### config.mk
export PLATFORM = sky130hd
export DESIGN_NAME = qvr_front
export DESIGN_NICKNAME = d
export VERILOG_FILES = /design/src/qvr_pkg.sv /design/src/qvr_front.sv
export SDC_FILE = /design/constraint.sdc
export NUM_CORES = 1
export LEC_CHECK = 0
export BUFFER_PORTS_ARGS = -buffer_cell sky130_fd_sc_hd__buf_2
export CORE_MARGIN = 3
export CORE_UTILIZATION = 60
export CTS_BUF_LIST = sky130_fd_sc_hd__clkbuf_4 sky130_fd_sc_hd__clkbuf_8
export DETAILED_ROUTE_END_ITERATION = 10
export PLACE_DENSITY = 0.81
export SLEW_MARGIN = 0
export SYNTH_ARGS = -nofsm -noshare
export SYNTH_HDL_FRONTEND = slang
export SYNTH_SLANG_ARGS = --single-unit
### constraint.sdc
create_clock -name clk -period 8.8 [get_ports clk]
set_input_delay 0.88 -clock clk [delete_from_list [all_inputs] [get_ports clk]]
set_output_delay 0.88 -clock clk [all_outputs]
set_load 0.01 [all_outputs]
### src/qvr_pkg.sv
// Package for the quaternion vector rotation block: widths, payload structs
// and the queue and pipeline sizes. No dependencies; all other files import it.
`default_nettype none

package qvr_pkg;

    // Field widths.
    localparam int CW = 16;          // vector and quaternion component width
    localparam int QF = 14;          // quaternion fraction bits

    // Datapath widths, all derived from the field widths.
    localparam int PROD_W    = 2 * CW;          // quaternion product
    localparam int DCM_W     = PROD_W + 2;      // matrix entry, sum of two times two
    localparam int TERM_W    = DCM_W + CW;      // matrix entry times vector component
    localparam int ACC_W     = TERM_W + 2;      // three-term sum plus rounding
    localparam int RND_SHIFT = 2 * QF;          // fraction bits of the sum
    localparam int SH_W      = ACC_W - RND_SHIFT;

    // Queue and pipeline sizes.
    localparam int MID_DEPTH   = 4;
    localparam int MID_AW      = $clog2(MID_DEPTH);
    localparam int MID_CW      = MID_AW + 1;
    localparam int OUT_DEPTH   = 8;
    localparam int OUT_AW      = $clog2(OUT_DEPTH);
    localparam int OUT_CW      = OUT_AW + 1;
    localparam int PIPE_STAGES = 4;

    typedef logic signed [CW-1:0]     comp_t;
    typedef logic signed [PROD_W-1:0] prod_t;
    typedef logic signed [DCM_W-1:0]  dcm_t;
    typedef logic signed [TERM_W-1:0] term_t;
    typedef logic signed [ACC_W-1:0]  acc_t;

    // Half of one output LSB at the accumulator scale.
    localparam acc_t ROUND_HALF = acc_t'(1) <<< (RND_SHIFT - 1);

    typedef struct packed {
        logic  action;
        comp_t quat_w;
        comp_t quat_x;
        comp_t quat_y;
        comp_t quat_z;
        comp_t in_x;
        comp_t in_y;
        comp_t in_z;
    } qvr_item_t;

    typedef struct packed {
        comp_t out_x;
        comp_t out_y;
        comp_t out_z;
        logic  saturated;
    } qvr_result_t;

    // Classified work item passed from the front part to the back part.
    typedef struct packed {
        logic  transpose;
        comp_t qw;
        comp_t qx;
        comp_t qy;
        comp_t qz;
        comp_t vx;
        comp_t vy;
        comp_t vz;
    } qvr_job_t;

endpackage

`default_nettype wire

### src/qvr_front.sv
// Front part of the quaternion vector rotation: accepts items, decodes the
// rotation direction and holds classified jobs in a short queue. Uses qvr_pkg.
`default_nettype none

module qvr_front
    import qvr_pkg::*;
(
    input  wire logic      clk,
    input  wire logic      rst_n,
    input  wire logic      push,
    output logic           full,
    input  wire qvr_item_t item,
    output logic           job_valid,
    input  wire logic      job_ready,
    output qvr_job_t       job
);

    qvr_job_t           slot_reg [MID_DEPTH];
    logic [MID_AW-1:0]  wr_ptr_reg;
    logic [MID_AW-1:0]  wr_ptr_next;
    logic [MID_AW-1:0]  rd_ptr_reg;
    logic [MID_AW-1:0]  rd_ptr_next;
    logic [MID_CW-1:0]  count_reg;
    logic [MID_CW-1:0]  count_next;
    logic               wr_en;
    logic               rd_en;
    qvr_job_t           classified;

    // The single action bit selects the direction.
    always_comb
    begin
        classified.transpose = item.action;
        classified.qw        = item.quat_w;
        classified.qx        = item.quat_x;
        classified.qy        = item.quat_y;
        classified.qz        = item.quat_z;
        classified.vx        = item.in_x;
        classified.vy        = item.in_y;
        classified.vz        = item.in_z;
    end

    assign full      = (count_reg == MID_CW'(MID_DEPTH));
    assign wr_en     = push && !full;
    assign job_valid = (count_reg != '0);
    assign rd_en     = job_valid && job_ready;
    assign job       = slot_reg[rd_ptr_reg];

    always_comb
    begin
        wr_ptr_next = wr_en ? wr_ptr_reg + MID_AW'(1) : wr_ptr_reg;
        rd_ptr_next = rd_en ? rd_ptr_reg + MID_AW'(1) : rd_ptr_reg;
        count_next  = count_reg + MID_CW'(wr_en) - MID_CW'(rd_en);
    end

    always_ff @(posedge clk)
    begin
        if (wr_en)
        begin
            slot_reg[wr_ptr_reg] <= classified;
        end
    end

    always_ff @(posedge clk or negedge rst_n)
    begin
        if (!rst_n)
        begin
            wr_ptr_reg <= '0;
            rd_ptr_reg <= '0;
            count_reg  <= '0;
        end
        else
        begin
            wr_ptr_reg <= wr_ptr_next;
            rd_ptr_reg <= rd_ptr_next;
            count_reg  <= count_next;
        end
    end

endmodule

`default_nettype wire

==> flow_summary.rst <==
.. list-table::
   :header-rows: 1

   * - Metric
     - Value
   * - Run status
     - finished, final reports clean
   * - Sink count of the clock tree
     - about 460
   * - Hold bufs inserted after CTS
     - 0
   * - Class of the worst hold path
     - input pin to asynchronous set/reset pin
   * - Final core utilization
     - 0.7207
   * - Register cell area after layout
     - 0.01376 mm^2
   * - Number of buffers added by the clock tree synthesis step
     - 70
   * - Post-synthesis cell area
     - 0.01675 mm^2
   * - Floorplan row count
     - 60
   * - Crit path cell chain
     - buf_12 -> mux4_2 -> buf_2
   * - Antenna violations before repair
     - 7
   * - Final weighted congestion in routability-driven placement
     - about 0.74
   * - Nets in the synthesized netlist
     - about 760
   * - Core Box Area
     - around 0.027 mm^2
   * - Clock root buffer
     - sky130_fd_sc_hd__clkbuf_8
   * - Count of unique library cells instantiated by Yosys
     - 21
   * - Top library cells by usage in the layout, fill and taps aside
     - sky130_fd_sc_hd__edfxtp_1, sky130_fd_sc_hd__buf_2, sky130_fd_sc_hd__mux4_2, sky130_fd_sc_hd__clkbuf_8, sky130_fd_sc_hd__clkinv_1
   * - RSZ-0062 raised after global routing
     - no
   * - Worst IR Drop VDD
     - 0.2056 mV
   * - Period Utilization, post-route
     - 0.4394
   * - Post-place instance area
     - around 0.018 mm^2
   * - Crit path largest cell delay
     - 1020 ps
   * - Vias in the first global route
     - slightly above 8000
   * - Clock Pin Slew Worst Setup and Hold Paths
     - approximately 60 ps
   * - DRC violation count after routing
     - 0
   * - Drt wl/cell
     - 22.79 um
   * - Number of storage elements in the synthesis netlist
     - roughly 460
   * - Slowest cell on crit path
     - sky130_fd_sc_hd__dfrtp_4
   * - Flip-flop count of the largest register, all copies and words added
     - 452
   * - Remaining Overflow, GRT
     - 0
   * - Syn Area/Cell
     - between 20 and 30 um^2
   * - Leak Pwr
     - ~6.7 nW
   * - Footprint of the multi-input gates
     - 0.002828 mm^2
   * - Final number of max-transition violations
     - 0
   * - Placed wire-length estimate
     - 18000 um
   * - Layout Area Growth over Synthesis
     - 16.92%
   * - Chip Height
     - between 150 and 200 um
   * - Depth of the worst register-to-register path
     - 4
   * - Final setup violation count
     - 0
   * - Maximum number of pins on one net before global-route repair
     - 72
   * - Launch point of the critical path
     - rd_ptr_reg[0]
   * - PD cells
     - around 330 mW/mm^2
   * - Proportion of layout cells with a drive suffix above 1
     - 0.4766
   * - Maximum count of clock buffers along a single path
     - 3
   * - Global-route wire length before repair
     - between 40000 and 50000 um
   * - Number of gates resized after CTS
     - 0
   * - WP data arrival
     - roughly 3000 ps
   * - Biggest fanout along the worst timing path
     - slightly above 70
   * - Overall global routing resource usage
     - 0.2082
   * - Kind of end point of the critical path
     - output port
   * - CTS H-tree depth
     - 3
   * - Die Outline Area
     - 0.02996 mm^2
   * - Design Area, Final
     - 0.01959 mm^2
   * - Number of DRC violations after detailed-routing iteration 0
     - 570
   * - Routed Wire Length
     - 30440 um
   * - Number of vias in the routed layout
     - 7700
   * - Post-Syn Instances
     - 631
   * - Critical Path Source Type
     - flop
   * - Net count of the finished layout
     - 1039
   * - Max cap viols
     - 0
   * - Vias per std cell
     - 5.763
   * - Final min period
     - 3867 ps
   * - # fillers
     - 1637
   * - Antenna Nets Post-Route
     - 0
   * - Commonest non-fill, non-tap cell in the layout
     - sky130_fd_sc_hd__edfxtp_1
   * - Buffer count from post-CTS setup fixing
     - 0
   * - Number of buffer cells added on primary ports
     - 231
   * - Required time at the worst-slack endpoint
     - 7920 ps
   * - Boundary pin count
     - 232
   * - Number of warnings printed during yosys synthesis
     - 0
   * - CTS tree
     - yes
   * - Max_slew headroom
     - 0.3065
   * - Die width
     - 173.1 um
   * - Startpoint of the lowest-slack register-to-register path
     - count_reg[2]
   * - Clock Latency Late Sink
     - around 560 ps
   * - Starting density of the core
     - 0.6164
   * - Max Clock Freq
     - 0.2586 GHz
   * - Setup_tns
     - 0 ps
   * - Clock skew
     - between 20 and 25 ps
   * - Final hold violation count
     - 0
   * - Worst Path Class, Setup
     - flop to output port
   * - Seq/Total Area, Yosys
     - 0.8207
   * - Transition at the pin with the smallest max-transition slack
     - 1040 ps
   * - Router iterations before antenna repair
     - 5
stage by stage:
stage / cells / hold slack [ps] / power (W) / setup slack [ps]
global placement: 1215 / 576.5 / 0.004936 / 5428
CTS: 1333 / 123.2 / 0.006603 / 4824
global route: 1336 / 127.7 / 0.006829 / 4676
finish: 1336 / 163.0 / 0.006499 / 4933
floorplan: 631 / 542.5 / 0.004326 / 4767
detailed placement: 1215 / 592.7 / 0.004982 / 5436
kinds of logic after synthesis:
group | synth area share
and+or+nand+nor | 0.006274
muxes | 0.1519
xor gates and xnor gates | 0.002092
buffers and inverters | 0.01135
adders and majority gates | 0.005677
DFF | 0.8207
AOI/OAI and AO/OA | 0.001942
worst paths after layout:
| check | endpoint | slack, ps |
|---|---|---|
| worst max-delay path | job[17] | 4930 |
| worst min-delay path | wr_ptr_reg[0] | 160 |
| worst max register to register | slot_reg[1][48] | 5780 |
| worst min register to register | wr_ptr_reg[1] | 590 |
| max in group asynchronous | rd_ptr_reg[1] | 8450 |
| min in group clk | slot_reg[2][55] | 530 |
synth_stat cells:
master                      count  area (um^2)
sky130_fd_sc_hd__ha_1           6        75.07
sky130_fd_sc_hd__buf_2         14        70.07
sky130_fd_sc_hd__xor2_1         1        8.760
sky130_fd_sc_hd__inv_1          5        18.77
sky130_fd_sc_hd__o211ai_1       2        15.01
sky130_fd_sc_hd__and3b_1        4        35.03
sky130_fd_sc_hd__xnor2_1        3        26.28
sky130_fd_sc_hd__fa_1           1        20.02
sky130_fd_sc_hd__nor3b_2        1        12.51
sky130_fd_sc_hd__o31a_1         1        8.760
sky130_fd_sc_hd__o311ai_0       1        8.760
sky130_fd_sc_hd__nand2b_1       4        25.02
sky130_fd_sc_hd__clkbuf_1       4        15.01
sky130_fd_sc_hd__edfxtp_1     452        13570
sky130_fd_sc_hd__dfrtp_1        7        175.2
sky130_fd_sc_hd__nand4bb_1      2        22.52
sky130_fd_sc_hd__buf_6          7        78.83
sky130_fd_sc_hd__buf_4          1        7.510
sky130_fd_sc_hd__nand2_1        1        3.750
sky130_fd_sc_hd__or3_1          1        6.260
sky130_fd_sc_hd__mux4_2       113         2545
layer usage:
| metal | GRT usage | routed length, um |
|---|---|---|
| met1 | 0.2753 | 11940 |
| met2 | 0.3344 | 15480 |
| met3 | 0.06083 | 2028 |
| met4 | 0.08277 | 951 |
| met5 | 0 | 49 |
power breakdown:
group          total (W)  internal [W]  switching (W)  leakage [nW]
logic            0.00179      0.000852       0.000938          1.80
clock network    0.00161      0.000869       0.000742         0.666
registers        0.00310       0.00289       0.000210          4.22
total            0.00650       0.00461        0.00189          6.68
critical path: cells and delay by family, from the launching register on:
family,cells,cell delay [ps]
buf+inv,2,690
flops,1,1020
mux,1,600
final cells by class:
type	count	area share
Sequential cell	459	0.7024
Multi-Input combinational cell	141	0.1444
Timing Repair Buffer	238	0.06235
Clock buffer	86	0.05532
Tap cell	372	0.02377
Clock inverter	32	0.01048
Inverter	5	0.0009583
Antenna cell	3	0.0003833
Note: power is estimated with default switching activity, not from simulation.
